--- config.mk ---
export PLATFORM = sky130hd
export DESIGN_NAME = hsv_range_mask_window_max_core
export DESIGN_NICKNAME = d
export VERILOG_FILES = /design/src/hw/rtl/hsvrm_pkg.sv /design/src/hw/rtl/hsvrm_div.sv /design/src/hw/rtl/hsvrm_datapath.sv /design/src/hw/rtl/hsvrm_ctrl.sv /design/src/hw/rtl/hsv_range_mask_window_max_core.sv
export SDC_FILE = /design/constraint.sdc
export NUM_CORES = 1
export LEC_CHECK = 0
export BUFFER_PORTS_ARGS = -buffer_cell sky130_fd_sc_hd__buf_2
export CAP_MARGIN = 20
export CORE_MARGIN = 2
export CORE_UTILIZATION = 45
export CTS_CLUSTER_SIZE = 30
export DETAILED_ROUTE_END_ITERATION = 8
export HOLD_SLACK_MARGIN = 0.06
export PLACE_DENSITY = 0.67
export SLEW_MARGIN = 0
export SYNTH_ARGS = -nofsm -noshare
export SYNTH_HDL_FRONTEND = slang
export SYNTH_SLANG_ARGS = --single-unit
export TNS_END_PERCENT = 100
--- constraint.sdc ---
create_clock -name clock -period 11.8 [get_ports clock]
set_input_delay 1.77 -clock clock [delete_from_list [all_inputs] [get_ports clock]]
set_output_delay 1.77 -clock clock [all_outputs]
set_load 0.02 [all_outputs]
--- src/hw/rtl/hsvrm_pkg.sv ---
// Shared constants, register codes and controller/datapath interface types.
`timescale 1ns / 1ps
`default_nettype none

package hsvrm_pkg;

   // Forward window length in pixels (1..8).
   localparam int WINDOW = 3;
   localparam int IDX_W  = (WINDOW > 1) ? $clog2(WINDOW) : 1;
   localparam int CNT_W  = $clog2(WINDOW + 1);

   localparam int CH_W  = 8;
   localparam int PIX_W = 3 * CH_W;

   // Configuration register codes.
   localparam int CSR_IDX_W = 3;
   localparam logic [CSR_IDX_W-1:0] REG_HUE_LOW  = 3'd0;
   localparam logic [CSR_IDX_W-1:0] REG_HUE_HIGH = 3'd1;
   localparam logic [CSR_IDX_W-1:0] REG_SAT_LOW  = 3'd2;
   localparam logic [CSR_IDX_W-1:0] REG_SAT_HIGH = 3'd3;
   localparam logic [CSR_IDX_W-1:0] REG_VAL_LOW  = 3'd4;
   localparam logic [CSR_IDX_W-1:0] REG_VAL_HIGH = 3'd5;

   localparam logic [CH_W-1:0] HUE_LOW_RST  = 8'd0;
   localparam logic [CH_W-1:0] HUE_HIGH_RST = 8'd10;
   localparam logic [CH_W-1:0] SAT_LOW_RST  = 8'd43;
   localparam logic [CH_W-1:0] SAT_HIGH_RST = 8'd255;
   localparam logic [CH_W-1:0] VAL_LOW_RST  = 8'd46;
   localparam logic [CH_W-1:0] VAL_HIGH_RST = 8'd255;

   // Divider geometry: numerators stay below 2^18, divisors below 2^9,
   // and both quotients below 2^9.
   localparam int DIV_NUM_W  = 18;
   localparam int DIV_DEN_W  = 9;
   localparam int DIV_Q_W    = 9;
   localparam int DIV_STEP_W = $clog2(DIV_Q_W);

   localparam logic [DIV_Q_W-1:0] HUE_WRAP = 9'd180;

   typedef struct packed {
      logic             capture;
      logic             prep;
      logic             div_go;
      logic             div_hue;
      logic             s_latch;
      logic             judge;
      logic             emit;
      logic [IDX_W-1:0] emit_idx;
      logic             emit_end;
      logic             advance;
   } hsvrm_cmd_type;

   typedef struct packed {
      logic             div_done;
      logic             row_last;
      logic [CNT_W-1:0] count;
      logic             out_free;
   } hsvrm_status_type;

endpackage

`default_nettype wire

--- src/hw/rtl/hsvrm_div.sv ---
// Restoring divider, one quotient bit per cycle.
`timescale 1ns / 1ps
`default_nettype none

module hsvrm_div (
   input  wire logic                           clock,
   input  wire logic                           reset,
   input  wire logic                           go,
   input  wire logic [hsvrm_pkg::DIV_NUM_W-1:0] num,
   input  wire logic [hsvrm_pkg::DIV_DEN_W-1:0] den,
   output logic      [hsvrm_pkg::DIV_Q_W-1:0]   quo,
   output logic                                 done
);

   localparam int SH_W = hsvrm_pkg::DIV_DEN_W + hsvrm_pkg::DIV_Q_W - 1;

   logic [hsvrm_pkg::DIV_NUM_W-1:0]  rem_ff, rem_in;
   logic [SH_W-1:0]                  dsh_ff, dsh_in;
   logic [hsvrm_pkg::DIV_Q_W-1:0]    quo_ff, quo_in;
   logic [hsvrm_pkg::DIV_STEP_W-1:0] cnt_ff, cnt_in;
   logic                             busy_ff, busy_in;
   logic                             done_ff, done_in;
   logic                             fits;

   assign fits = rem_ff >= hsvrm_pkg::DIV_NUM_W'(dsh_ff);

   always_comb begin
      rem_in  = rem_ff;
      dsh_in  = dsh_ff;
      quo_in  = quo_ff;
      cnt_in  = cnt_ff;
      busy_in = busy_ff;
      done_in = 1'b0;
      if (go) begin
         rem_in  = num;
         dsh_in  = {den, (hsvrm_pkg::DIV_Q_W - 1)'(0)};
         cnt_in  = hsvrm_pkg::DIV_STEP_W'(hsvrm_pkg::DIV_Q_W - 1);
         busy_in = 1'b1;
      end else if (busy_ff) begin
         if (fits) begin
            rem_in = rem_ff - hsvrm_pkg::DIV_NUM_W'(dsh_ff);
         end
         quo_in = {quo_ff[hsvrm_pkg::DIV_Q_W-2:0], fits};
         dsh_in = dsh_ff >> 1;
         if (cnt_ff == '0) begin
            busy_in = 1'b0;
            done_in = 1'b1;
         end else begin
            cnt_in = cnt_ff - 1'b1;
         end
      end
   end

   always_ff @(posedge clock) begin
      if (reset) begin
         busy_ff <= 1'b0;
         done_ff <= 1'b0;
      end else begin
         busy_ff <= busy_in;
         done_ff <= done_in;
      end
   end

   always_ff @(posedge clock) begin
      rem_ff <= rem_in;
      dsh_ff <= dsh_in;
      quo_ff <= quo_in;
      cnt_ff <= cnt_in;
   end

   assign quo  = quo_ff;
   assign done = done_ff;

endmodule

`default_nettype wire

--- src/hw/rtl/hsvrm_datapath.sv ---
// Pixel capture, HSV conversion, range test, window buffer and result register.
`timescale 1ns / 1ps
`default_nettype none

module hsvrm_datapath (
   input  wire logic                              clock,
   input  wire logic                              reset,
   input  wire hsvrm_pkg::hsvrm_cmd_type          cmd,
   output hsvrm_pkg::hsvrm_status_type            status,
   input  wire logic [hsvrm_pkg::PIX_W-1:0]        req_tdata,
   input  wire logic                              req_tlast,
   input  wire logic                              csr_valid,
   input  wire logic [hsvrm_pkg::CSR_IDX_W-1:0]    csr_index,
   input  wire logic [hsvrm_pkg::CH_W-1:0]         csr_data,
   output logic                                   rsp_tvalid,
   input  wire logic                              rsp_tready,
   output logic      [hsvrm_pkg::PIX_W-1:0]        rsp_tdata,
   output logic                                   rsp_tlast
);

   localparam int W  = hsvrm_pkg::WINDOW;
   localparam int CW = hsvrm_pkg::CH_W;
   localparam int NW = hsvrm_pkg::DIV_NUM_W;
   localparam int QW = hsvrm_pkg::DIV_Q_W;

   // range registers
   logic [CW-1:0] hue_low_ff, hue_high_ff, sat_low_ff, sat_high_ff, val_low_ff, val_high_ff;

   // current pixel and its conversion terms
   logic [hsvrm_pkg::PIX_W-1:0]     pix_ff;
   logic                            last_ff;
   logic                            v_zero_ff, d_zero_ff;
   logic [CW-1:0]                   v_ff;
   logic [NW-1:0]                   num_s_ff, num_h_ff;
   logic [hsvrm_pkg::DIV_DEN_W-1:0] den_s_ff, den_h_ff;
   logic [QW-1:0]                   s_ff;

   // window buffer
   logic [hsvrm_pkg::PIX_W-1:0] buf_px_ff [W];
   logic                        buf_sel_ff [W];
   logic [hsvrm_pkg::IDX_W-1:0] fill_ff;

   // result register
   logic                        out_valid_ff;
   logic [hsvrm_pkg::PIX_W-1:0] out_data_ff, out_data_in;
   logic                        out_last_ff;

   logic [CW-1:0] b_c, g_c, r_c, v_c, mn_c, d_c;
   logic [19:0]   hnum_c;
   logic [NW-1:0] snum_c;

   logic [QW-1:0] quo;
   logic          div_done;
   logic [QW-1:0] hue_c;
   logic          sel_c;

   assign b_c = pix_ff[CW-1:0];
   assign g_c = pix_ff[2*CW-1:CW];
   assign r_c = pix_ff[3*CW-1:2*CW];

   // max/min and the offset sector numerator; red wins ties, then green
   always_comb begin
      v_c = r_c;
      if (g_c > v_c) v_c = g_c;
      if (b_c > v_c) v_c = b_c;
      mn_c = r_c;
      if (g_c < mn_c) mn_c = g_c;
      if (b_c < mn_c) mn_c = b_c;
      d_c    = v_c - mn_c;
      snum_c = NW'(d_c) * NW'(510) + NW'(v_c);
      if (v_c == r_c) begin
         hnum_c = 20'(g_c) * 20'd60 - 20'(b_c) * 20'd60 + 20'(d_c) * 20'd361;
      end else if (v_c == g_c) begin
         hnum_c = 20'(b_c) * 20'd60 - 20'(r_c) * 20'd60 + 20'(d_c) * 20'd481;
      end else begin
         hnum_c = 20'(r_c) * 20'd60 - 20'(g_c) * 20'd60 + 20'(d_c) * 20'd601;
      end
   end

   hsvrm_div u_div (
      .clock (clock),
      .reset (reset),
      .go    (cmd.div_go),
      .num   (cmd.div_hue ? num_h_ff : num_s_ff),
      .den   (cmd.div_hue ? den_h_ff : den_s_ff),
      .quo   (quo),
      .done  (div_done)
   );

   // hue wrap and range test
   always_comb begin
      if (d_zero_ff) begin
         hue_c = '0;
      end else if (quo >= hsvrm_pkg::HUE_WRAP) begin
         hue_c = quo - hsvrm_pkg::HUE_WRAP;
      end else begin
         hue_c = quo;
      end
      sel_c = (hue_c >= QW'(hue_low_ff)) && (hue_c <= QW'(hue_high_ff)) &&
              (s_ff >= QW'(sat_low_ff)) && (s_ff <= QW'(sat_high_ff)) &&
              (v_ff >= val_low_ff) && (v_ff <= val_high_ff);
   end

   // window maximum from entry emit_idx up to the newest pending entry
   always_comb begin
      logic [CW-1:0]                m;
      logic [hsvrm_pkg::CNT_W-1:0] n;
      n = hsvrm_pkg::CNT_W'(fill_ff) + hsvrm_pkg::CNT_W'(1);
      for (int k = 0; k < 3; k++) begin
         m = '0;
         for (int i = 0; i < W; i++) begin
            if (hsvrm_pkg::CNT_W'(i) >= hsvrm_pkg::CNT_W'(cmd.emit_idx) &&
                hsvrm_pkg::CNT_W'(i) < n &&
                buf_px_ff[i][k*CW +: CW] > m) begin
               m = buf_px_ff[i][k*CW +: CW];
            end
         end
         out_data_in[k*CW +: CW] = buf_sel_ff[cmd.emit_idx] ? m : '0;
      end
   end

   always_ff @(posedge clock) begin
      if (reset) begin
         hue_low_ff   <= hsvrm_pkg::HUE_LOW_RST;
         hue_high_ff  <= hsvrm_pkg::HUE_HIGH_RST;
         sat_low_ff   <= hsvrm_pkg::SAT_LOW_RST;
         sat_high_ff  <= hsvrm_pkg::SAT_HIGH_RST;
         val_low_ff   <= hsvrm_pkg::VAL_LOW_RST;
         val_high_ff  <= hsvrm_pkg::VAL_HIGH_RST;
         fill_ff      <= '0;
         out_valid_ff <= 1'b0;
      end else begin
         if (csr_valid) begin
            case (csr_index)
               hsvrm_pkg::REG_HUE_LOW:  hue_low_ff  <= csr_data;
               hsvrm_pkg::REG_HUE_HIGH: hue_high_ff <= csr_data;
               hsvrm_pkg::REG_SAT_LOW:  sat_low_ff  <= csr_data;
               hsvrm_pkg::REG_SAT_HIGH: sat_high_ff <= csr_data;
               hsvrm_pkg::REG_VAL_LOW:  val_low_ff  <= csr_data;
               hsvrm_pkg::REG_VAL_HIGH: val_high_ff <= csr_data;
               default: ;
            endcase
         end
         if (cmd.advance) begin
            if (last_ff) begin
               fill_ff <= '0;
            end else if (status.count != hsvrm_pkg::CNT_W'(W)) begin
               fill_ff <= fill_ff + 1'b1;
            end
         end
         if (cmd.emit) begin
            out_valid_ff <= 1'b1;
         end else if (rsp_tready) begin
            out_valid_ff <= 1'b0;
         end
      end
   end

   always_ff @(posedge clock) begin
      if (cmd.capture) begin
         pix_ff             <= req_tdata;
         last_ff            <= req_tlast;
         buf_px_ff[fill_ff] <= req_tdata;
      end
      if (cmd.prep) begin
         v_ff      <= v_c;
         v_zero_ff <= (v_c == '0);
         d_zero_ff <= (d_c == '0);
         num_s_ff  <= snum_c;
         den_s_ff  <= {v_c, 1'b0};
         num_h_ff  <= hnum_c[NW-1:0];
         den_h_ff  <= {d_c, 1'b0};
      end
      if (cmd.s_latch) begin
         s_ff <= v_zero_ff ? '0 : quo;
      end
      if (cmd.judge) begin
         buf_sel_ff[fill_ff] <= sel_c;
      end
      // drop the oldest entry once a full window has been reported
      if (cmd.advance && !last_ff && status.count == hsvrm_pkg::CNT_W'(W)) begin
         for (int i = 0; i < W - 1; i++) begin
            buf_px_ff[i]  <= buf_px_ff[i+1];
            buf_sel_ff[i] <= buf_sel_ff[i+1];
         end
      end
      if (cmd.emit) begin
         out_data_ff <= out_data_in;
         out_last_ff <= cmd.emit_end;
      end
   end

   assign status.div_done = div_done;
   assign status.row_last = last_ff;
   assign status.count    = hsvrm_pkg::CNT_W'(fill_ff) + hsvrm_pkg::CNT_W'(1);
   assign status.out_free = !out_valid_ff || rsp_tready;

   assign rsp_tvalid = out_valid_ff;
   assign rsp_tdata  = out_data_ff;
   assign rsp_tlast  = out_last_ff;

endmodule

`default_nettype wire

--- src/hw/rtl/hsvrm_ctrl.sv ---
// Sequencer: capture, conversion, two divisions and result issue per request.
`timescale 1ns / 1ps
`default_nettype none

module hsvrm_ctrl (
   input  wire logic                        clock,
   input  wire logic                        reset,
   input  wire logic                        req_tvalid,
   output logic                             req_tready,
   input  wire hsvrm_pkg::hsvrm_status_type status,
   output hsvrm_pkg::hsvrm_cmd_type         cmd
);

   typedef enum logic [2:0] {
      ST_IDLE,
      ST_PREP,
      ST_LOAD_S,
      ST_WAIT_S,
      ST_WAIT_H,
      ST_EMIT
   } state_type;

   state_type                    state_ff, state_in;
   logic [hsvrm_pkg::IDX_W-1:0]  idx_ff, idx_in;
   logic [hsvrm_pkg::CNT_W-1:0]  total;
   logic [hsvrm_pkg::CNT_W-1:0]  idx_next;

   // results owed: every pending pixel on a row end, else one per full window
   always_comb begin
      if (status.row_last) begin
         total = status.count;
      end else if (status.count == hsvrm_pkg::CNT_W'(hsvrm_pkg::WINDOW)) begin
         total = hsvrm_pkg::CNT_W'(1);
      end else begin
         total = '0;
      end
   end

   assign idx_next = hsvrm_pkg::CNT_W'(idx_ff) + hsvrm_pkg::CNT_W'(1);

   always_comb begin
      cmd        = '0;
      state_in   = state_ff;
      idx_in     = idx_ff;
      req_tready = 1'b0;
      cmd.emit_idx = idx_ff;
      case (state_ff)
         ST_IDLE: begin
            req_tready = 1'b1;
            idx_in     = '0;
            if (req_tvalid) begin
               cmd.capture = 1'b1;
               state_in    = ST_PREP;
            end
         end
         ST_PREP: begin
            cmd.prep = 1'b1;
            state_in = ST_LOAD_S;
         end
         ST_LOAD_S: begin
            cmd.div_go = 1'b1;
            state_in   = ST_WAIT_S;
         end
         ST_WAIT_S: begin
            if (status.div_done) begin
               cmd.s_latch = 1'b1;
               cmd.div_go  = 1'b1;
               cmd.div_hue = 1'b1;
               state_in    = ST_WAIT_H;
            end
         end
         ST_WAIT_H: begin
            cmd.div_hue = 1'b1;
            if (status.div_done) begin
               cmd.judge = 1'b1;
               state_in  = ST_EMIT;
            end
         end
         ST_EMIT: begin
            if (total == '0) begin
               cmd.advance = 1'b1;
               state_in    = ST_IDLE;
            end else if (status.out_free) begin
               cmd.emit     = 1'b1;
               cmd.emit_end = status.row_last && (idx_next == status.count);
               if (idx_next == total) begin
                  cmd.advance = 1'b1;
                  state_in    = ST_IDLE;
               end else begin
                  idx_in = idx_ff + 1'b1;
               end
            end
         end
         default: begin
            state_in = ST_IDLE;
         end
      endcase
   end

   always_ff @(posedge clock) begin
      if (reset) begin
         state_ff <= ST_IDLE;
         idx_ff   <= '0;
      end else begin
         state_ff <= state_in;
         idx_ff   <= idx_in;
      end
   end

endmodule

`default_nettype wire

--- src/hw/rtl/hsv_range_mask_window_max_core.sv ---
// Top level of the HSV range mask with forward window maximum.
`timescale 1ns / 1ps
`default_nettype none

// Takes a raster stream of 8-bit BGR pixels, converts each to 8-bit HSV
// (V = largest channel, S = 255*(V-min)/V, H = sector hue halved to 0..179,
// both divisions rounded to nearest) and selects the pixel when H, S and V
// all sit inside the inclusive bounds held in six configuration registers
// (index 0..5: hue_low, hue_high, sat_low, sat_high, val_low, val_high;
// other indexes are ignored). A selected pixel reports the per-channel
// maximum over itself and the next WINDOW-1 pixels of its row; an
// unselected one reports zero. Results lag by WINDOW-1 pixels and the request
// flagged with req_tlast flushes the whole pending window, the final result
// of the row carrying rsp_tlast. One request is handled at a time and goes
// through capture, conversion set-up, two nine-step runs of the shared
// restoring divider (saturation, then hue) and an issue step that releases
// its results, waiting while the output register is still full.
// Results wait in an output register, so the next request is taken while a
// result is still held by the consumer. Write the bounds only while idle.

module hsv_range_mask_window_max_core (
   input  wire logic                              clock,
   input  wire logic                              reset,
   // request: tdata = blue[7:0], green[15:8], red[23:16]; tlast = last_in_row
   input  wire logic                              req_tvalid,
   output logic                                   req_tready,
   input  wire logic [hsvrm_pkg::PIX_W-1:0]        req_tdata,
   input  wire logic                              req_tlast,
   // result: tdata = blue_out[7:0], green_out[15:8], red_out[23:16];
   // tlast = row_end_out
   output logic                                   rsp_tvalid,
   input  wire logic                              rsp_tready,
   output logic      [hsvrm_pkg::PIX_W-1:0]        rsp_tdata,
   output logic                                   rsp_tlast,
   // configuration writes
   input  wire logic                              csr_valid,
   output logic                                   csr_ready,
   input  wire logic [hsvrm_pkg::CSR_IDX_W-1:0]    csr_index,
   input  wire logic [hsvrm_pkg::CH_W-1:0]         csr_data
);

   hsvrm_pkg::hsvrm_cmd_type    cmd;
   hsvrm_pkg::hsvrm_status_type status;

   // configuration writes are always taken
   assign csr_ready = 1'b1;

   // sequence each request through the conversion and window steps
   hsvrm_ctrl u_ctrl (
      .clock      (clock),
      .reset      (reset),
      .req_tvalid (req_tvalid),
      .req_tready (req_tready),
      .status     (status),
      .cmd        (cmd)
   );

   // hold pixels, bounds and the result register
   hsvrm_datapath u_datapath (
      .clock      (clock),
      .reset      (reset),
      .cmd        (cmd),
      .status     (status),
      .req_tdata  (req_tdata),
      .req_tlast  (req_tlast),
      .csr_valid  (csr_valid),
      .csr_index  (csr_index),
      .csr_data   (csr_data),
      .rsp_tvalid (rsp_tvalid),
      .rsp_tready (rsp_tready),
      .rsp_tdata  (rsp_tdata),
      .rsp_tlast  (rsp_tlast)
   );

endmodule

`default_nettype wire

* After elaboration in Yosys (flattened, before gate mapping)
Memory sizes are Yosys's and may differ from the RTL's. A register that Yosys moved wholly into a read port is not among the register bits. Index checks and enable logic that the tools add are counted.
Word-level totals: bits in registers 219, bits in writable memories 75, input port bits 41, output and inout bits 28, logic and storage cells 232, memories kept 2
Memories:
- u_datapath.buf_px_ff | depth 3, width 24, read ports 3, clocked after Yosys merged registers in 0, wr ports 2, line hsvrm_datapath.sv:39 | logic [hsvrm_pkg::PIX_W-1:0] buf_px_ff [W];
- u_datapath.buf_sel_ff | depth 3, width 1, read ports 3, clocked after Yosys merged registers in 1, wr ports 2, line hsvrm_datapath.sv:40 | logic buf_sel_ff [W];
Operators by class: add/subtract/negate cells 13, multiply operators 7, order comparisons 27, equality and inequality tests 24, mux-type cells 76, bitwise gates (word level) 5, reductions and logical operators 50
Operator list (count):
- $mux 18 | 6
- $mux 8 | 13
- $gt 8x8->1 | 8
- $sub 14x14->15 | 3
- $add 18x17->18 | 2
- $mul 8x4->12 const B | 3
- $mul 8x9->17 const B | 2
- $mux 17 | 2
- $mux 1 | 29
- $mux 9 | 3
- $gt 8x1->1 const B | 3
- $mux 24 | 1
- $reduce_or 24->1 | 1
- $mux 2 | 11
- $mux 3 | 7
- $logic_and 1x1->1 | 20
- $reduce_and 2->1 | 10
- $add 17x8->18 | 1
- $add 18x18->18 | 1
- $ge 18x17->1 | 1
- $ge 9x8->1 | 2
- $le 9x8->1 | 2
- $mul 8x10->18 const B | 1
- $pmux 3 s6 | 1
- 38 further kinds | 69

* Depth between registers and ports, before layout
word-level depth 15, depth in mapped cells 46, depth with buffers taken out 44

* Modules after synthesis
Synthesis repeated with hierarchy kept, for this count alone.
Unflattened totals: cells, all modules 2845, area, all modules 26843.2 um^2
Modules (own cells, without submodules):
- hsvrm_datapath | instances 1, cells an instance 2471, area each 23458.7 um^2, sequential area each 6606.3 um^2
- hsvrm_div | instances 1, cells an instance 308, area each 2901.5 um^2, sequential area each 1361.3 um^2
- hsvrm_ctrl | instances 1, cells an instance 64, area each 471.7 um^2, sequential area each 100.1 um^2
- hsv_range_mask_window_max_core | instances 1, cells an instance 2, area each 11.3 um^2, sequential area each 0.0 um^2

* Least setup slack after synthesis
No wires, ideal clock.
path kind reg-to-reg, from reg u_datapath.pix_ff[21] in the netlist's numbering, to reg u_datapath.num_s_ff[16] (data pin), library setup time 266 ps, data arrival time 10380 ps, data required time 11534 ps, path slack 1154 ps, cell stages (with the launch flop) 37, path buffers 2, period minus slack after synthesis 10646 ps, cells stage by stage edfxtp_1 inv_1 ha_1 and4_1 buf_2 nand2_1 o211ai_2 nand2_1 mux2i_1 ha_1 and3_1 and3_1 o2111a_1 nor3_1 o21ai_1 and2_4 buf_12 o21ai_2 inv_1 ha_1 o311ai_0 inv_1 fa_1 inv_1 fa_1 fa_1 fa_1 inv_1 ha_1 a21oi_1 o21bai_1 a21oi_1 o21bai_1 a21oi_1 xor2_1 nor3_1 xor2_1
Between the ends: word-level cells in the longest chain between the ends 7, elaborated cells on any way between the ends 11, those cells by class add/sub (2); mul (1); order compare (4); mux (4)
RTL lines:
- from (decl) | line hsvrm_datapath.sv:30 | logic [hsvrm_pkg::PIX_W-1:0] pix_ff;
- from (signal assigned) | line hsvrm_datapath.sv:161 | pix_ff <= req_tdata;
- $gt 8x8->1 | line hsvrm_datapath.sv:64 | if (g_c > v_c) v_c = g_c;
- $mux 8 (*) | line hsvrm_datapath.sv:64
- $gt 8x8->1 | line hsvrm_datapath.sv:65 | if (b_c > v_c) v_c = b_c;
- $mux 8 (*) | line hsvrm_datapath.sv:65
- via u_datapath.v_c[6] | line hsvrm_datapath.sv:48 | logic [CW-1:0] b_c, g_c, r_c, v_c, mn_c, d_c;
- $sub 8x8->8 (*) | line hsvrm_datapath.sv:69 | d_c = v_c - mn_c;
- via u_datapath.d_c[7] | line hsvrm_datapath.sv:48
- $mul 8x8->16 (*) | line hsvrm_datapath.sv:70 | snum_c = NW'(d_c) * NW'(510) + NW'(v_c);
- $add 17x8->18 (*) | line hsvrm_datapath.sv:70
- via u_datapath.snum_c[16] | line hsvrm_datapath.sv:50 | logic [NW-1:0] snum_c;
- to (signal assigned) | line hsvrm_datapath.sv:169 | num_s_ff <= snum_c;
- to (decl) | line hsvrm_datapath.sv:34 | logic [NW-1:0] num_s_ff, num_h_ff;
The timed path passes the listed nets; every way through them passes the cells marked *. A chain may end at the register's enable or synchronous reset.

* Final worst setup path
from reg u_datapath.pix_ff[21] in the netlist's numbering, to reg u_datapath.num_h_ff[15] (data pin)
Between the ends: word-level cells in the longest chain between the ends 9, elaborated cells on any way between the ends 22, those cells by class add/sub (6); mul (4); order compare (4); eq/ne (2); mux (6)
RTL lines:
- $gt 8x8->1 / $lt 8x8->1 (equally long branches) | line hsvrm_datapath.sv:64, hsvrm_datapath.sv:67
- $mux 8 (on tied branches) | line hsvrm_datapath.sv:64, hsvrm_datapath.sv:67
- $gt 8x8->1 / $lt 8x8->1 (equally long branches) | line hsvrm_datapath.sv:65, hsvrm_datapath.sv:68
- $mux 8 (on tied branches) | line hsvrm_datapath.sv:65, hsvrm_datapath.sv:68
- $sub 8x8->8 (*) | line hsvrm_datapath.sv:69
- via u_datapath.d_c[6] | line hsvrm_datapath.sv:48
- $mul 8x10->18 / $mul 8x9->17 (equally long branches) | line hsvrm_datapath.sv:76, hsvrm_datapath.sv:74
- $add 18x18->18 / $add 18x17->18 (equally long branches) | line hsvrm_datapath.sv:76, hsvrm_datapath.sv:74
- $mux 18 | line hsvrm_datapath.sv:73 | end else if (v_c == g_c) begin
- $mux 18 (*) | line hsvrm_datapath.sv:71 | if (v_c == r_c) begin
- via u_datapath.hnum_c[15] | line hsvrm_datapath.sv:49 | logic [19:0] hnum_c;
- to (signal assigned) | line hsvrm_datapath.sv:171 | num_h_ff <= hnum_c[NW-1:0];
- to (decl) | line hsvrm_datapath.sv:34
Marks and branches as above.

==> results.sh <==
export IMPL_status="finished clean"
export IMPL_r2r_end="u_datapath.num_h_ff[15]"
export IMPL_vias_per_cell=5.35
export IMPL_synth_area_top_cells="edfxtp_1, ha_1, fa_1"
export IMPL_crit_start="u_datapath.pix_ff[21]"
export IMPL_critical_path_slowest_cell="a2111oi_0"
export IMPL_yosys_area_top_type="edfxtp_1"
export IMPL_place_congestion=0.903
export IMPL_async_flop_share=0
export IMPL_grtUsageTotal=0.213
export IMPL_root_buffer="clkbuf_16"
export IMPL_place_detailed_hpwl_um=51000
export IMPL_synth_cells=2803
export IMPL_core_area_um2=58900
export IMPL_rsz0062_at_grt="no"
export IMPL_crit_reg2reg_launch="u_datapath.pix_ff[21]"
export IMPL_dp_slack_ps=769
export IMPL_synthFlopType="edfxtp_1"
export IMPL_cts_hold_buffers_added=0
export IMPL_final_setup_viol_count=0
export IMPL_synthAdderAreaFrac=0.295
export IMPL_grt_overflow_total=0
export IMPL_setup_slack_ps=675
export IMPL_dieArea_um2=61400
export IMPL_crit_arrival_ps=11430
export IMPL_port_buffers=67
export IMPL_drtIter0Drc=1026
export IMPL_syn_cell_area_um2=26800
export IMPL_final_antenna_net_count=0
export IMPL_path_clk_slew_ps=60
export IMPL_post_synth_top_count_cell="inv_1"
export IMPL_die_width_um=248
export IMPL_synth_top_family_by_area="adder cells"
export IMPL_yosysUniqueCellTypes=82
export IMPL_die_h_um=248
export IMPL_drt_pass1_iterations=5
export IMPL_hold_violations=0
export IMPL_cts_resized=0
export IMPL_end_kind="register"
export IMPL_drv_cap=0
export IMPL_avgSynthCellArea_um2=9.55
export IMPL_wl_per_cell_um=17.5
export IMPL_clock_sinks=294
export IMPL_ys_ff_latch=294
export IMPL_startpoint_type="register"
export IMPL_r2r_slack_ps=680
export IMPL_clkLatencyLatePin_ps=560
export IMPL_initial_core_util=0.454
export IMPL_grt_pass1_vias=20000
export IMPL_antenna_found_initial=0
export IMPL_slowest_delay_ps=710
export IMPL_cp_max_fo=10
export IMPL_period_needed_ps=11120
export IMPL_hp_start="u_datapath.sat_low_ff[4]"
export IMPL_endpoint="u_datapath.num_h_ff[15]"
export IMPL_drcViolationCount=0
export IMPL_synth_xor_area_frac=0.0556
export IMPL_vias=19700
export IMPL_path_class="reg2reg"
export IMPL_grt_max_degree=59
export IMPL_pin_count=69
export IMPL_drive_gt1_frac=0.0710
export IMPL_post_cts_repair_setup_buffers=0
export IMPL_numCtsBuffers=36
export IMPL_yosysSeqAreaShare=0.303
export IMPL_synth_edf_count=222
export IMPL_reg2reg_depth=39
export IMPL_netlist_area_leader_share=0.249
export IMPL_slew_headroom=0.306
export IMPL_drt_total_wl_um=64400
export IMPL_synthTopCellsByCount="inv_1, ha_1, nand2_1, edfxtp_1, a21oi_1"
export IMPL_max_freq_ghz=0.0899
export IMPL_tightestPinTransition_ps=1040
export IMPL_yosysWarnings=0
export IMPL_num_antenna_cells=0
export IMPL_path_common_cell="ha_1"
export IMPL_synth_area_mux_share=0.0351
export IMPL_final_nets=3477
export IMPL_area_growth_pct=9.65
export IMPL_dp_cells=3624
export IMPL_finalMaxSlewViolations=0
export IMPL_synth_nets=3389
export IMPL_fin_cells=3688
export IMPL_htree_levels=2
export IMPL_cp_data_required_time_ps=12110
export IMPL_num_rows=89
export IMPL_cts_tree="done"
export IMPL_synth_compound_area_frac=0.123
export IMPL_clk_path_buf_depth=3
export IMPL_grt_pass1_wl_um=103000
export IMPL_synth_simple_area_share=0.118
export IMPL_tns_ps=0
export IMPL_timing_final_crit_share=0.943
export IMPL_hold_class="reg2reg"
export IMPL_skew_ps=21.1
how the worst min path moves through the flow:
| stage | endpoint | depth (start not counted) | slack, ps |
|---|---|---|---|
| final | u_datapath.sat_low_ff[4] | 2 | 460 |
| after floorplan | u_datapath.hue_high_ff[2] | 2 | 440 |
| after detailed placement | u_datapath.hue_low_ff[6] | 2 | 450 |
| after global placement | u_datapath.hue_low_ff[1] | 2 | 440 |
| after global routing | u_datapath.sat_low_ff[4] | 2 | 470 |
| after CTS | u_datapath.hue_low_ff[6] | 2 | 460 |
layer usage:
layer,share of wire,vias up,global-route usage
met2,0.49,381,0.368
li1,-,9692,-
met5,0,-,0
met3,0.039,99,0.0228
met1,0.45,9544,0.283
met4,0.023,0,0.0542
logic make-up after synthesis:
logic type               count (synthesis)
AND/OR/NAND/NOR                        673
adder cells (fa/ha/maj)                551
AO/OA/AOI/OAI                          530
buffers and inverters                  495
flip-flops                             294
XOR/XNOR                               169
multiplexers                            90
other                                    1
final cells by class:
class                      count  area, µm²
tap                          773        967
clock inverter                15        170
sequential                   294       8110
multi-input combinational   2014      16800
inverter                     440       1650
fill                        5354      29600
clock buffer                  47        972
timing repair buffer         105        668
cells in the final DEF (no fill, tap or decap), types with 8 or more instances in the layout:
cell type,instances
xnor2_1,113
a21oi_1,199
nand2b_1,43
and3_1,8
ha_1,411
nor2b_1,43
o21ai_0,105
clkbuf_16,36
nor3_1,19
fa_1,134
edfxtp_1,222
nand2_1,243
a211oi_1,13
a21boi_0,12
o31ai_1,8
a211o_1,14
nand4_1,26
mux2_2,15
nor2_1,186
o211ai_1,9
a21o_1,52
xor2_1,55
nand3b_1,20
dfxtp_1,72
nand3_1,27
buf_4,35
buf_2,67
inv_1,440
mux2i_1,71
or3_1,10
o21bai_1,48
clkbuf_1,8
and2_1,16
o21a_1,13
metrics by stage:
| step | area, µm² | hold slack [ps] | utilization |
|---|---|---|---|
| final | 29300 | 455 | 0.498 |
| after global routing | 29300 | 466 | 0.498 |
| after CTS | 29300 | 456 | 0.497 |
| after detailed placement | 28200 | 448 | 0.478 |
| after global placement | 28100 | 440 | 0.478 |
| after floorplan | 26800 | 436 | - |
registers in the layout, indices dropped and copies added (netlist names), 2 cells and up, named ones only:
register,cells
u_datapath.rsp_tdata,24
u_datapath.den_h_ff,6
u_datapath.val_low_ff,8
u_datapath.buf_px_ff,72
u_datapath.u_div.quo,9
u_datapath.num_s_ff,18
u_datapath.u_div.cnt_ff,4
u_datapath.u_div.rem_ff,18
u_datapath.sat_low_ff,8
u_datapath.num_h_ff,18
u_ctrl.state_ff,3
u_datapath.pix_ff,24
u_datapath.hue_low_ff,8
u_datapath.hue_high_ff,8
u_datapath.sat_high_ff,8
u_datapath.s_ff,9
u_ctrl.idx_ff,2
u_datapath.buf_sel_ff,4
u_datapath.val_high_ff,8
u_datapath.v_ff,7
u_datapath.u_div.dsh_ff,17
u_datapath.fill_ff,2
worst max-delay path, delay by kind of cell, from the launching register on:
kind / cells / cell delay, ps
flops: 1 / 590
mux: 3 / 850
buf+inv: 6 / 730
xor+xnor: 1 / 170
simple gates: 8 / 2130
compound gates: 12 / 3140
fa+ha+maj: 9 / 3280
Power is left out: the tool's default activity adds up to more than one toggle a clock period on the data nets, which glitch-free logic cannot reach.
